==> src/design/lss_pkg.sv <==
// shared types and constants of the lottery slice scheduler
`timescale 1ns / 1ps

package lss_pkg;

  // default table depth
  localparam int unsigned MAX_JOBS_DEF = 8;

  // field widths
  localparam int unsigned TIME_W   = 16;
  localparam int unsigned TICKET_W = 8;
  localparam int unsigned CLOCK_W  = 32;
  localparam int unsigned DIV_W    = 16;

  // register reset values
  localparam logic [15:0] QUANTUM_RST     = 16'd4;
  localparam logic [7:0]  TICKET_BASE_RST = 8'd10;

  typedef enum logic {
    ACT_LOAD  = 1'b0,
    ACT_SCHED = 1'b1
  } action_e;

  typedef enum logic {
    CFG_QUANTUM     = 1'b0,
    CFG_TICKET_BASE = 1'b1
  } cfg_idx_e;

  typedef enum logic [1:0] {
    KIND_SLICE = 2'd0,
    KIND_IDLE  = 2'd1,
    KIND_DONE  = 2'd2
  } kind_e;

  typedef enum logic [3:0] {
    ST_IDLE,
    ST_TICKET,
    ST_SUM,
    ST_DECIDE,
    ST_MOD,
    ST_PICK,
    ST_SLICE,
    ST_REPORT,
    ST_EMPTY
  } state_e;

  typedef struct packed {
    logic [TIME_W-1:0]   arrival;
    logic [TIME_W-1:0]   burst;
    logic [TIME_W-1:0]   remaining;
    logic [TICKET_W-1:0] ticket;
  } job_entry_t;

endpackage

==> src/design/lottery_slice_scheduler.sv <==
// lottery slice scheduler top level: control sequencer, clock and result register
`timescale 1ns / 1ps

// Lottery slice scheduler over a table of MaxJobs jobs held in a one-port-write,
// registered-read memory. A load beat (action 0) computes the ticket count
// max(1, ticket_base / max(1, priority_level)) on the shared 16-step serial
// divider and writes the entry; it gives no result. A load to an index outside
// the table is dropped. A schedule beat (action 1) sweeps the table once to total
// the tickets of eligible jobs and find the earliest unfinished arrival, reduces
// the draw modulo that total on the divider, sweeps again until the running
// ticket sum passes the reduced draw, writes back the remaining time and presents
// the result. With no eligible job the result (idle gap or all done) follows the
// first sweep. One beat is worked on at a time. A finished result sits in an
// output register, so the next input beat is taken while it waits on out_stall_i.
// Configuration writes (index 0 quantum, index 1 ticket_base) are taken at any
// time but are meant for when the block is idle.

module lottery_slice_scheduler import lss_pkg::*; #(
  parameter int unsigned MaxJobs = MAX_JOBS_DEF
) (
  input  logic        clk_i,
  input  logic        rst_ni,
  // configuration write port
  input  logic        cfg_we_i,
  input  logic        cfg_index_i,
  input  logic [15:0] cfg_wdata_i,
  // input channel
  input  logic        in_valid_i,
  output logic        in_stall_o,
  input  logic        action_i,
  input  logic [2:0]  job_index_i,
  input  logic [15:0] arrival_i,
  input  logic [15:0] burst_i,
  input  logic [7:0]  priority_level_i,
  input  logic [15:0] draw_i,
  // result channel
  output logic        out_valid_o,
  input  logic        out_stall_i,
  output logic [1:0]  kind_o,
  output logic [2:0]  chosen_job_o,
  output logic [15:0] span_o,
  output logic        finished_o,
  output logic [31:0] turnaround_o,
  output logic [31:0] waiting_o,
  output logic [31:0] now_time_o
);

  localparam int unsigned IdxW = (MaxJobs > 1) ? $clog2(MaxJobs) : 1;
  localparam int unsigned CntW = $clog2(MaxJobs + 1);
  localparam int unsigned TotW = $clog2(MaxJobs * 255 + 1);

  // ---------------------------------------------------------------------------
  // registers
  // ---------------------------------------------------------------------------
  state_e              state_q, state_d;
  logic [15:0]         quantum_q;
  logic [7:0]          ticket_base_q;
  logic [CLOCK_W-1:0]  clock_q;
  logic [CntW-1:0]     cnt_q;
  logic                pv_q;        // read data valid this cycle
  logic [IdxW-1:0]     pidx_q;      // entry index of the read data
  logic [TotW-1:0]     total_q;
  logic                found_q;     // some job still unfinished
  logic [TIME_W-1:0]   earliest_q;
  logic [TotW-1:0]     pick_q;
  logic [TotW-1:0]     sum_q;
  logic [15:0]         draw_q;
  job_entry_t          sel_q;
  logic [IdxW-1:0]     sel_idx_q;
  logic [TIME_W-1:0]   slice_q;
  logic                fin_q;
  logic [TIME_W:0]     ab_q;        // arrival plus burst of the selected job
  logic [IdxW-1:0]     ld_idx_q;
  logic [TIME_W-1:0]   ld_arr_q;
  logic [TIME_W-1:0]   ld_bur_q;

  // result register
  logic                out_valid_q;
  kind_e               kind_q;
  logic [2:0]          chosen_q;
  logic [15:0]         span_q;
  logic                fin_out_q;
  logic [31:0]         ta_q;
  logic [31:0]         wt_q;
  logic [31:0]         now_q;

  // ---------------------------------------------------------------------------
  // handshake and shared decode
  // ---------------------------------------------------------------------------
  logic in_acc;
  logic out_free;
  logic is_sched;
  logic idx_ok;

  assign in_stall_o = (state_q != ST_IDLE);
  assign in_acc     = in_valid_i && !in_stall_o;
  assign out_free   = !out_valid_q || !out_stall_i;
  assign is_sched   = (action_e'(action_i) == ACT_SCHED);
  assign idx_ok     = (32'(job_index_i) < 32'(MaxJobs));

  // ---------------------------------------------------------------------------
  // table and divider
  // ---------------------------------------------------------------------------
  logic            tbl_we;
  logic [IdxW-1:0] tbl_waddr;
  job_entry_t      tbl_wentry;
  logic [IdxW-1:0] tbl_raddr;
  job_entry_t      rd_entry;

  lss_table #(
    .MaxJobs (MaxJobs),
    .IdxW    (IdxW)
  ) u_table (
    .clk_i      (clk_i),
    .rst_ni     (rst_ni),
    .wr_en_i    (tbl_we),
    .wr_addr_i  (tbl_waddr),
    .wr_entry_i (tbl_wentry),
    .rd_addr_i  (tbl_raddr),
    .rd_entry_o (rd_entry)
  );

  logic             div_start;
  logic [DIV_W-1:0] div_dividend;
  logic [DIV_W-1:0] div_divisor;
  logic             div_busy;
  logic             div_done;
  logic [DIV_W-1:0] div_quo;
  logic [DIV_W-1:0] div_rem;

  lss_div #(
    .Width (DIV_W)
  ) u_div (
    .clk_i       (clk_i),
    .rst_ni      (rst_ni),
    .start_i     (div_start),
    .dividend_i  (div_dividend),
    .divisor_i   (div_divisor),
    .busy_o      (div_busy),
    .done_o      (div_done),
    .quotient_o  (div_quo),
    .remainder_o (div_rem)
  );

  // ---------------------------------------------------------------------------
  // datapath decode on table read data
  // ---------------------------------------------------------------------------
  logic              elig;
  logic [TotW-1:0]   sum_nx;
  logic              hit;
  logic              last;
  logic              issue;
  logic [7:0]        pri_eff;
  logic [TICKET_W-1:0] ticket_new;
  logic [15:0]       q_eff;
  logic [TIME_W-1:0] slice_nx;
  logic [TIME_W-1:0] rem_nx;
  logic [CLOCK_W:0]  clock_sum;
  logic [CLOCK_W-1:0] clock_sat;
  logic [31:0]       ta_nx;
  logic [31:0]       wt_nx;

  always_comb begin
    // eligible: still needs time and has arrived
    elig   = (rd_entry.remaining != '0) &&
             ({16'b0, rd_entry.arrival} <= clock_q);
    sum_nx = sum_q + TotW'(rd_entry.ticket);
    hit    = pv_q && elig && (pick_q < sum_nx);
    last   = pv_q && (pidx_q == IdxW'(MaxJobs - 1));

    // priority of zero counts as one, ticket count at least one
    pri_eff    = (priority_level_i == 8'd0) ? 8'd1 : priority_level_i;
    ticket_new = (div_quo == '0) ? TICKET_W'(1) : div_quo[TICKET_W-1:0];

    // slice length and saturating clock advance
    q_eff     = (quantum_q == 16'd0) ? 16'd1 : quantum_q;
    slice_nx  = (q_eff < sel_q.remaining) ? q_eff : sel_q.remaining;
    rem_nx    = sel_q.remaining - slice_nx;
    clock_sum = {1'b0, clock_q} + {17'b0, slice_nx};
    clock_sat = clock_sum[CLOCK_W] ? '1 : clock_sum[CLOCK_W-1:0];

    // completion figures, from the already advanced clock
    ta_nx = clock_q - {16'b0, sel_q.arrival};
    wt_nx = (clock_q >= {15'b0, ab_q}) ? (clock_q - {15'b0, ab_q}) : 32'd0;
  end

  // ---------------------------------------------------------------------------
  // sequencer: next state
  // ---------------------------------------------------------------------------
  always_comb begin
    state_d = state_q;
    case (state_q)
      ST_IDLE: begin
        if (in_acc) begin
          if (is_sched) begin
            state_d = ST_SUM;
          end else if (idx_ok) begin
            state_d = ST_TICKET;
          end
        end
      end
      ST_TICKET: begin
        if (div_done) begin
          state_d = ST_IDLE;
        end
      end
      ST_SUM: begin
        if (last) begin
          state_d = ST_DECIDE;
        end
      end
      ST_DECIDE: begin
        state_d = (total_q != '0) ? ST_MOD : ST_EMPTY;
      end
      ST_MOD: begin
        if (div_done) begin
          state_d = ST_PICK;
        end
      end
      ST_PICK: begin
        if (hit) begin
          state_d = ST_SLICE;
        end
      end
      ST_SLICE: begin
        state_d = ST_REPORT;
      end
      ST_REPORT, ST_EMPTY: begin
        if (out_free) begin
          state_d = ST_IDLE;
        end
      end
      default: begin
        state_d = ST_IDLE;
      end
    endcase
  end

  // ---------------------------------------------------------------------------
  // sequencer: control outputs
  // ---------------------------------------------------------------------------
  always_comb begin
    issue        = 1'b0;
    tbl_raddr    = '0;
    tbl_we       = 1'b0;
    tbl_waddr    = ld_idx_q;
    tbl_wentry   = '{arrival: ld_arr_q, burst: ld_bur_q, remaining: ld_bur_q,
                     ticket: ticket_new};
    div_start    = 1'b0;
    div_dividend = {8'b0, ticket_base_q};
    div_divisor  = {8'b0, pri_eff};
    case (state_q)
      ST_IDLE: begin
        div_start = in_acc && !is_sched && idx_ok;
      end
      ST_TICKET: begin
        tbl_we = div_done;
      end
      ST_SUM, ST_PICK: begin
        // sweep reads one entry per cycle
        issue     = (cnt_q != CntW'(MaxJobs));
        tbl_raddr = issue ? cnt_q[IdxW-1:0] : '0;
      end
      ST_DECIDE: begin
        div_start    = (total_q != '0);
        div_dividend = draw_q;
        div_divisor  = DIV_W'(total_q);
      end
      ST_SLICE: begin
        tbl_we               = 1'b1;
        tbl_waddr            = sel_idx_q;
        tbl_wentry           = sel_q;
        tbl_wentry.remaining = rem_nx;
      end
      default: begin
      end
    endcase
  end

  // ---------------------------------------------------------------------------
  // control registers
  // ---------------------------------------------------------------------------
  always_ff @(posedge clk_i or negedge rst_ni) begin
    if (!rst_ni) begin
      state_q       <= ST_IDLE;
      quantum_q     <= QUANTUM_RST;
      ticket_base_q <= TICKET_BASE_RST;
      clock_q       <= '0;
      cnt_q         <= '0;
      pv_q          <= 1'b0;
      out_valid_q   <= 1'b0;
    end else begin
      state_q <= state_d;
      pv_q    <= issue;

      if (cfg_we_i) begin
        case (cfg_idx_e'(cfg_index_i))
          CFG_QUANTUM:     quantum_q     <= cfg_wdata_i;
          CFG_TICKET_BASE: ticket_base_q <= cfg_wdata_i[7:0];
          default: begin
          end
        endcase
      end

      // sweep counter restarts outside the two sweeps
      if (issue) begin
        cnt_q <= cnt_q + CntW'(1);
      end else if (state_q != ST_SUM && state_q != ST_PICK) begin
        cnt_q <= '0;
      end

      // time moves on a granted slice or an idle jump
      if (state_q == ST_SLICE) begin
        clock_q <= clock_sat;
      end else if (state_q == ST_EMPTY && out_free && found_q) begin
        clock_q <= {16'b0, earliest_q};
      end

      if ((state_q == ST_REPORT || state_q == ST_EMPTY) && out_free) begin
        out_valid_q <= 1'b1;
      end else if (!out_stall_i) begin
        out_valid_q <= 1'b0;
      end
    end
  end

  // ---------------------------------------------------------------------------
  // payload registers
  // ---------------------------------------------------------------------------
  always_ff @(posedge clk_i) begin
    pidx_q <= cnt_q[IdxW-1:0];

    if (in_acc) begin
      ld_idx_q   <= IdxW'(job_index_i);
      ld_arr_q   <= arrival_i;
      ld_bur_q   <= burst_i;
      draw_q     <= draw_i;
      total_q    <= '0;
      found_q    <= 1'b0;
      earliest_q <= '0;
    end

    // first sweep: eligible tickets and earliest unfinished arrival
    if (state_q == ST_SUM && pv_q) begin
      if (elig) begin
        total_q <= total_q + TotW'(rd_entry.ticket);
      end
      if (rd_entry.remaining != '0 && (!found_q || rd_entry.arrival < earliest_q)) begin
        earliest_q <= rd_entry.arrival;
        found_q    <= 1'b1;
      end
    end

    if (state_q == ST_MOD && div_done) begin
      pick_q <= div_rem[TotW-1:0];
      sum_q  <= '0;
    end

    // second sweep: running ticket sum against the reduced draw
    if (state_q == ST_PICK && pv_q && elig) begin
      sum_q <= sum_nx;
      if (hit) begin
        sel_q     <= rd_entry;
        sel_idx_q <= pidx_q;
      end
    end

    if (state_q == ST_SLICE) begin
      slice_q <= slice_nx;
      fin_q   <= (rem_nx == '0);
      ab_q    <= {1'b0, sel_q.arrival} + {1'b0, sel_q.burst};
    end

    if (state_q == ST_REPORT && out_free) begin
      kind_q    <= KIND_SLICE;
      chosen_q  <= 3'(sel_idx_q);
      span_q    <= slice_q;
      fin_out_q <= fin_q;
      ta_q      <= fin_q ? ta_nx : 32'd0;
      wt_q      <= fin_q ? wt_nx : 32'd0;
      now_q     <= clock_q;
    end else if (state_q == ST_EMPTY && out_free) begin
      kind_q    <= found_q ? KIND_IDLE : KIND_DONE;
      chosen_q  <= 3'd0;
      span_q    <= found_q ? (earliest_q - clock_q[15:0]) : 16'd0;
      fin_out_q <= 1'b0;
      ta_q      <= 32'd0;
      wt_q      <= 32'd0;
      now_q     <= found_q ? {16'b0, earliest_q} : clock_q;
    end
  end

  assign out_valid_o  = out_valid_q;
  assign kind_o       = kind_q;
  assign chosen_job_o = chosen_q;
  assign span_o       = span_q;
  assign finished_o   = fin_out_q;
  assign turnaround_o = ta_q;
  assign waiting_o    = wt_q;
  assign now_time_o   = now_q;

  // ---------------------------------------------------------------------------
  // assertions
  // ---------------------------------------------------------------------------
  // the divider is never restarted mid-operation
  a_div_free: assert property (@(posedge clk_i) disable iff (!rst_ni)
    div_start |-> !div_busy)
    else $error("divider started while busy");

  // the selection sweep always lands on a job before it runs out of entries
  a_pick_hits: assert property (@(posedge clk_i) disable iff (!rst_ni)
    (state_q == ST_PICK && last) |-> hit)
    else $error("ticket walk found no job");

  // a new result only comes out of the two reporting states
  a_result_src: assert property (@(posedge clk_i) disable iff (!rst_ni)
    $rose(out_valid_q) |-> ($past(state_q) == ST_REPORT || $past(state_q) == ST_EMPTY))
    else $error("result raised outside a reporting state");

  // scheduler time never runs backward
  a_clock_mono: assert property (@(posedge clk_i) disable iff (!rst_ni)
    $past(rst_ni) |-> clock_q >= $past(clock_q))
    else $error("clock went backward");

endmodule

==> src/design/lss_div.sv <==
// iterative restoring divider, one quotient bit per cycle
`timescale 1ns / 1ps

module lss_div import lss_pkg::*; #(
  parameter int unsigned Width = DIV_W
) (
  input  logic             clk_i,
  input  logic             rst_ni,
  input  logic             start_i,
  input  logic [Width-1:0] dividend_i,
  input  logic [Width-1:0] divisor_i,
  output logic             busy_o,
  output logic             done_o,
  output logic [Width-1:0] quotient_o,
  output logic [Width-1:0] remainder_o
);

  localparam int unsigned CntW = $clog2(Width + 1);

  logic             busy_q;
  logic             done_q;
  logic [CntW-1:0]  cnt_q;
  logic [Width-1:0] quo_q;
  logic [Width-1:0] rem_q;
  logic [Width-1:0] div_q;

  logic [Width:0]   rem_sh;
  logic [Width:0]   rem_sub;
  logic             ge;
  logic [Width-1:0] rem_nx;

  always_comb begin
    rem_sh  = {rem_q, quo_q[Width-1]};
    rem_sub = rem_sh - {1'b0, div_q};
    ge      = rem_sh >= {1'b0, div_q};
    rem_nx  = ge ? rem_sub[Width-1:0] : rem_sh[Width-1:0];
  end

  always_ff @(posedge clk_i or negedge rst_ni) begin
    if (!rst_ni) begin
      busy_q <= 1'b0;
      done_q <= 1'b0;
      cnt_q  <= '0;
    end else begin
      done_q <= busy_q && (cnt_q == CntW'(1));
      if (start_i) begin
        busy_q <= 1'b1;
        cnt_q  <= CntW'(Width);
      end else if (busy_q) begin
        cnt_q <= cnt_q - CntW'(1);
        if (cnt_q == CntW'(1)) begin
          busy_q <= 1'b0;
        end
      end
    end
  end

  always_ff @(posedge clk_i) begin
    if (start_i) begin
      quo_q <= dividend_i;
      rem_q <= '0;
      div_q <= divisor_i;
    end else if (busy_q) begin
      quo_q <= {quo_q[Width-2:0], ge};
      rem_q <= rem_nx;
    end
  end

  assign busy_o      = busy_q;
  assign done_o      = done_q;
  assign quotient_o  = quo_q;
  assign remainder_o = rem_q;

endmodule

==> src/design/lss_table.sv <==
// job table memory with per-entry valid bits, registered read
`timescale 1ns / 1ps

module lss_table import lss_pkg::*; #(
  parameter int unsigned MaxJobs = MAX_JOBS_DEF,
  parameter int unsigned IdxW    = 3
) (
  input  logic            clk_i,
  input  logic            rst_ni,
  input  logic            wr_en_i,
  input  logic [IdxW-1:0] wr_addr_i,
  input  job_entry_t      wr_entry_i,
  input  logic [IdxW-1:0] rd_addr_i,
  output job_entry_t      rd_entry_o
);

  job_entry_t         mem_q [MaxJobs];
  logic [MaxJobs-1:0] vld_q;
  job_entry_t         rd_q;
  logic               rd_vld_q;

  // valid bits: an unloaded entry reads as finished
  always_ff @(posedge clk_i or negedge rst_ni) begin
    if (!rst_ni) begin
      vld_q    <= '0;
      rd_vld_q <= 1'b0;
    end else begin
      rd_vld_q <= vld_q[rd_addr_i];
      if (wr_en_i) begin
        vld_q[wr_addr_i] <= 1'b1;
      end
    end
  end

  always_ff @(posedge clk_i) begin
    if (wr_en_i) begin
      mem_q[wr_addr_i] <= wr_entry_i;
    end
    rd_q <= mem_q[rd_addr_i];
  end

  always_comb begin
    rd_entry_o = rd_q;
    if (!rd_vld_q) begin
      rd_entry_o.remaining = '0;
    end
  end

endmodule
==> config.mk <==
export PLATFORM = sky130hd
export DESIGN_NAME = lottery_slice_scheduler
export DESIGN_NICKNAME = d
export VERILOG_FILES = /design/src/design/lss_pkg.sv /design/src/design/lottery_slice_scheduler.sv /design/src/design/lss_div.sv /design/src/design/lss_table.sv
export SDC_FILE = /design/constraint.sdc
export NUM_CORES = 2
export LEC_CHECK = 0
export BUFFER_PORTS_ARGS = -buffer_cell sky130_fd_sc_hd__buf_4
export CORE_ASPECT_RATIO = 1.2
export CORE_MARGIN = 10
export CORE_UTILIZATION = 55
export CTS_BUF_LIST = sky130_fd_sc_hd__clkbuf_4
export DETAILED_ROUTE_END_ITERATION = 10
export GPL_ROUTABILITY_DRIVEN = 0
export PLACE_DENSITY = 0.83
export SYNTH_ARGS = -nofsm -noshare
export SYNTH_HDL_FRONTEND = slang
export SYNTH_SLANG_ARGS = --single-unit
==> constraint.sdc <==
create_clock -name clk_i -period 23.5 [get_ports clk_i]
set_input_delay 2.35 -clock clk_i [delete_from_list [all_inputs] [get_ports clk_i]]
set_output_delay 2.35 -clock clk_i [all_outputs]
set_load 0.05 [all_outputs]
## Word-level counts from Yosys, hierarchy flattened

Memories as Yosys holds them, arrays and structs flattened. A register that Yosys moved wholly into a read port is not among the register bits.
Index checks and enable logic that the tools add are counted.

| storage, ports and cells | value |
|---|---|
| memories | 1 |
| bits in registers | 445 |
| latch bits | 0 |
| input port bits | 82 |
| output and inout port bits | 120 |
| bits in writable memories | 448 |
| word-level logic and storage cells | 201 |
| bits in read-only memories | 0 |

Memory list:

| name | depth | width | rd ports | clocked after Yosys merged registers in | wr ports | RTL line | text |
|---|---|---|---|---|---|---|---|
| u_table.mem_q | 8 | 56 | 1 | 1 | 1 | lss_table.sv:17 | `job_entry_t mem_q [MaxJobs];` |

| operators by class | value |
|---|---|
| divide/modulo/power cells | 0 |
| add/sub/neg operators | 11 |
| bitwise operators | 2 |
| order comparisons | 9 |
| shift-type cells | 0 |
| reduce and logical (&&, ||, !) cells | 45 |
| multiply operators | 0 |
| multiplexer cells | 72 |
| equal/unequal tests | 20 |

Operators with widths:

| cell | number |
|---|---|
| 2-to-1 mux 32 bit | 12 |
| 2-to-1 mux 16 bit | 13 |
| 2-to-1 mux 56 bit | 1 |
| 2-to-1 mux 11 bit | 5 |
| logical NOT 16 bit | 3 |
| subtractor 16 bit | 3 |
| 2-to-1 mux 4 bit | 9 |
| adder 32 x 16 -> 33 bit | 1 |
| greater-or-equal comparator 32 x 17 -> 1 bit | 1 |
| less-or-equal comparator 16 x 32 -> 1 bit | 1 |
| < comparator 16 bit | 2 |
| case mux 4 bit (8 select lines) | 1 |
| subtractor 32 x 16 -> 32 bit | 1 |
| subtractor 32 x 17 -> 32 bit | 1 |
| 2-to-1 mux 8 bit | 3 |
| adder 11 x 8 -> 11 bit | 2 |
| logical AND 1 bit | 18 |
| adder 16 x 16 -> 17 bit | 1 |
| greater-or-equal comparator 17 x 16 -> 1 bit | 1 |
| equality test 4 x 3 -> 1 bit (second input constant) | 4 |
| nonzero test 16 bit | 1 |
| 2-to-1 mux 1 bit | 15 |
| 2-to-1 mux 3 bit | 5 |
| < comparator 11 bit | 1 |
| other kinds (31) | 54 |

## Logic depth before layout (Yosys ltp)

| depth | value |
|---|---|
| depth in word-level cells | 7 |
| gate-level depth with buffers | 28 |
| gate-level depth less buffers | 23 |

## By module

From an unflattened synthesis, not the netlist that was laid out.

| unflattened totals | value |
|---|---|
| cell total of the unflattened synthesis | 3267 |
| area, all modules | 43952.2 µm² |

By module, submodules not included:

| module | times used | cells an instance | area an instance (µm²) | seq. area each (µm²) |
|---|---|---|---|---|
| lottery_slice_scheduler | 1 | 2165 | 21973.6 | 10784.1 |
| lss_table | 1 | 797 | 18751.7 | 14799.2 |
| lss_div | 1 | 305 | 3226.8 | 1456.4 |

## Least setup slack after synthesis

No wires, ideal clock.

| timing path | value |
|---|---|
| kind | reg-to-reg |
| start point | register sum_q[0] |
| end point | register sel_idx_q[0] (enable) |
| library setup time | 0.643 ns |
| data required time | 22.857 ns |
| path slack | 13.911 ns |
| buffers on the path | 0 |
| clock period less this slack | 9.589 ns |
| cell stages (with the launch flop) | 16 |
| data arrival time | 8.946 ns |
| path through | edfxtp_1 > ha_1 > fa_1 > inv_1 > ha_1 > a21o_1 > a21o_1 > a21o_1 > a21o_1 > a21o_1 > a21o_1 > a21o_1 > a21o_1 > a21oi_1 > nor2b_1 > nor4b_1 |

| on the way | value |
|---|---|
| word-level cells in the longest chain between the ends | 4 |

Ends and longest elaborated chain:

| element | RTL line | text |
|---|---|---|
| start: declaration | lottery_slice_scheduler.sv:66 | `logic [TotW-1:0] sum_q;` |
| start signal: assignment | lottery_slice_scheduler.sv:361 | `sum_q <= sum_nx;` |
| adder 11 x 8 -> 11 bit | lottery_slice_scheduler.sv:167 | `sum_nx = sum_q + TotW'(rd_entry.ticket);` |
| via sum_nx[1] | lottery_slice_scheduler.sv:149 | `logic [TotW-1:0] sum_nx;` |
| < comparator 11 bit | lottery_slice_scheduler.sv:168 | `hit = pv_q && elig && (pick_q < sum_nx);` |
| logical AND 1 bit | lottery_slice_scheduler.sv:168 |  |
| AND reduction 2 bit (no line) | -- |  |
| end signal: assignment | lottery_slice_scheduler.sv:364 | `sel_idx_q <= pidx_q;` |
| end: declaration | lottery_slice_scheduler.sv:69 | `logic [IdxW-1:0] sel_idx_q;` |

The timed path passes the listed nets, and every way through them passes these cells.
A chain may end at the register's enable or synchronous reset.

==> metrics.yaml <==
run_status:
  outcome: "finished, final reports clean"
cells_and_area:
  fin_cells: 4912
  area_growth_pct: 12.7
  most-common-layout-cells: "757 x edfxtp_1, 440 x nand2_1, 332 x clkbuf_4, 279 x o21ai_0, 232 x buf_4"
  mostFrequentLayoutCell: "edfxtp_1"
  drive_gt1_share_pct: 20.0
  nets: 3957
grt:
  grt_pass1_wl_um: 167000
  gr-total-overflow: 0
  track_usage_pct: 24.2
  met1_usage_pct: 30.3
  grtUsageMet3_pct: 5.39
  grt_antenna_before_repair: 5
  grt_max_degree: 99
  grt_pass1_vias: 29200
  grt_busiest_layer: "met2"
  met2_usage_pct: 38.2
die:
  initial_core_util_pct: 55.7
  core_area_um2: 76800
  die_w_um: 275
  pin_count: 202
  dieArea_um2: 89300
  chipHeight_um: 325
  rows: 111
clocking:
  cts_hold_buf: 0
  cts_buffers: 211
  htreeDepth: 4
  cts_sinks: 944
  cts.clk_slew.worst_paths_ps: 80
  cts_root_buf: "clkbuf_4"
  clkLatencyLatePin_ps: 1160
  cts_setup_buffers: 0
  cts_resized: 0
  cts_tree: "done"
  clock_path_buffers: 3
synthesis:
  synth_edf_count: 757
  netlist_area_um2: 42800
  synth_nets: 3672
  synthCells: 3418
  synth-seq-area-share_pct: 62.9
  ys_ff_latch: 944
  ys.flop_type: "edfxtp_1"
  yosys_warnings: 0
  syn_avg_cell_area_um2: 12.5
  ys_types: 85
  async_reset_ff_share_pct: 8.69
detailed_routing:
  drc: 0
  routed_wl_um: 110000
  first_pass_iters: 10
  avgRoutedWirePerCell_um: 22.3
  via_count: 29600
  ant_nets: 0
  vias_per_cell: 6.02
  drt-initial-drc-count: 3346
critical_path:
  start_kind: "register"
  path_class: "register to register"
  regToRegSetupSlack_ps: 16940
  arrival_ps: 7330
  cp_data_required_time_ps: 24270
  reg2reg_depth: 23
  endpoint_kind: "register"
  cp_max_fo: 31
sta:
  relSlewSlack_pct: 20.1
  fin_skew_ps: 107
  layout_min_cycle_time_ps: 6560
  drv_slew: 0
  rsz0062_at_grt: "no"
  setup_viol: 0
  tns_ps: 0
  hold_viol_final: 0
  fin_crit_sh_pct: 27.9
  fmax_mhz: 152
  worst_pin_slew_ps: 1190
power:
  irDropWorstVdd_mv: 0.0394
  p_per_area_nw_per_um2: 67.1
  leakage_nw: 18.5
placed_design:
  dpl.cell_count: 4507
  hpwlAfterDp_um: 71200
  port_buffers: 201
worst_hold_path:
  worstHoldPathType: "register to register"
  hold_depth: 0
run:
  maxCapViolCount: 0
-- synthesized netlist by cell type (all sizes together), types with 5 or more instances --
cell type,instances,share of area [%]
a311oi,5,0.14
a21o,51,0.90
mux4,57,3.0
xnor2,69,1.4
a21oi,111,1.3
dfrtp,79,4.6
nand4,20,0.29
xor2,62,1.3
a22o,16,0.33
buf,41,0.45
or2,15,0.22
nor4,26,0.40
and3,19,0.28
nand3b,5,0.088
nand2,447,4.0
a21boi,19,0.33
inv,161,1.4
and2,45,0.66
o21bai,8,0.14
a41oi,5,0.10
a31oi,34,0.53
o31ai,13,0.23
a211oi,15,0.26
dfxtp,105,4.9
mux2i,22,0.53
maj3,11,0.26
or3,9,0.13
o22ai,63,0.92
ha,165,4.8
nor3,55,0.68
clkbuf,119,1.0
edfxtp,757,53
fa,7,0.33
nand2b,25,0.37
o21ai,283,3.3
nor2b,33,0.48
a22oi,6,0.11
o211ai,10,0.18
o21a,11,0.19
nand3,55,0.64
nor3b,7,0.12
nor2,211,1.9
mux2,79,2.1
-- sequential cells by signal (all words and copies together), names as in the netlist, 17 cells and up --
signal,flops
u_table.mem_q,448
sel_q,56
u_table.rd_entry_o,40
clock_q,32
now_time_o,32
turnaround_o,32
waiting_o,32
ab_q,17
-- final timing paths --
kind,startpoint,end
max,sel_q[13],u_table.mem_q[5][22]
min,u_table.rd_entry_o[26],sel_q[26]
max reg2reg,sel_q[13],u_table.mem_q[5][22]
min reg2reg,u_table.rd_entry_o[26],sel_q[26]
max in group asynchronous,rst_ni,clock_q[5]
min in group asynchronous,rst_ni,clock_q[27]
-- critical path, stage by stage, from the launching register on --
cell	delay (ps)
edfxtp_1	440
inv_1	110
ha_1	340
a21oi_1	170
o21ai_0	120
a211oi_1	470
a21o_1	480
buf_4	410
a21oi_1	200
ha_1	230
inv_1	90
ha_1	290
nor2_1	130
maj3_1	390
nor3_1	140
a21oi_1	90
a41oi_1	330
nand2_1	180
o21ai_0	280
a21o_1	150
o221ai_1	230
o21ai_0	310
xnor2_1	90
o21ai_0	590
-- cell type report --
cell class,instances,area (um2)
antenna,5,12.5
timing repair buffer,232,1740
inverter,162,608
multi-input combinational,2152,14700
fill,5543,28600
sequential,944,26900
clock buffer,332,2490
tap,1017,1270
clock inverter,68,412
-- per-stage QoR --
| step | instance area, um2 | power, mW | worst slack (ps) | hold slack, ps | util, % |
|---|---|---|---|---|---|
| 6_report | 48200 | 3.23 | 16940 | 368 | 62.7 |
| 5_1_grt | 48200 | 3.35 | 16280 | 372 | 62.7 |
| 4_1_cts | 48200 | 3.25 | 17090 | 349 | 62.7 |
| 3_5_place_dp | 45300 | 1.94 | 17120 | 391 | 58.9 |
| 3_3_place_gp | 45300 | 1.94 | 17490 | 386 | 58.9 |
| 2_1_floorplan | 42800 | 1.91 | 13910 | 372 | - |
-- metal layers --
layer,vias to the layer above,part of all wire [%]
met5,-,0.025
met4,4,5.3
met3,356,10
met2,1738,47
met1,14200,38
li1,13300,-
-- cell families (layout without fill, tap and decap cells) --
kind of cell | Yosys count | in the layout | synth area share (%)
AOI/OAI and AO/OA | 697 | 697 | 10.1
xor gates and xnor gates | 131 | 131 | 2.68
other | 0 | 5 | 0
muxes | 158 | 158 | 5.62
DFF | 944 | 944 | 62.9
buffers and inverters | 322 | 794 | 2.91
adders and majority gates | 183 | 183 | 5.41
and+or+nand+nor | 983 | 983 | 10.4
-- where the power goes --
group	internal, mW	switching, mW	leakage, nW	total [mW]
clock network	0.681	0.642	1.72	1.32
registers	1.79	0.00918	8.56	1.80
logic	0.0461	0.0664	8.26	0.112
total	2.52	0.717	18.5	3.23
(Power assumes the default switching activity.)
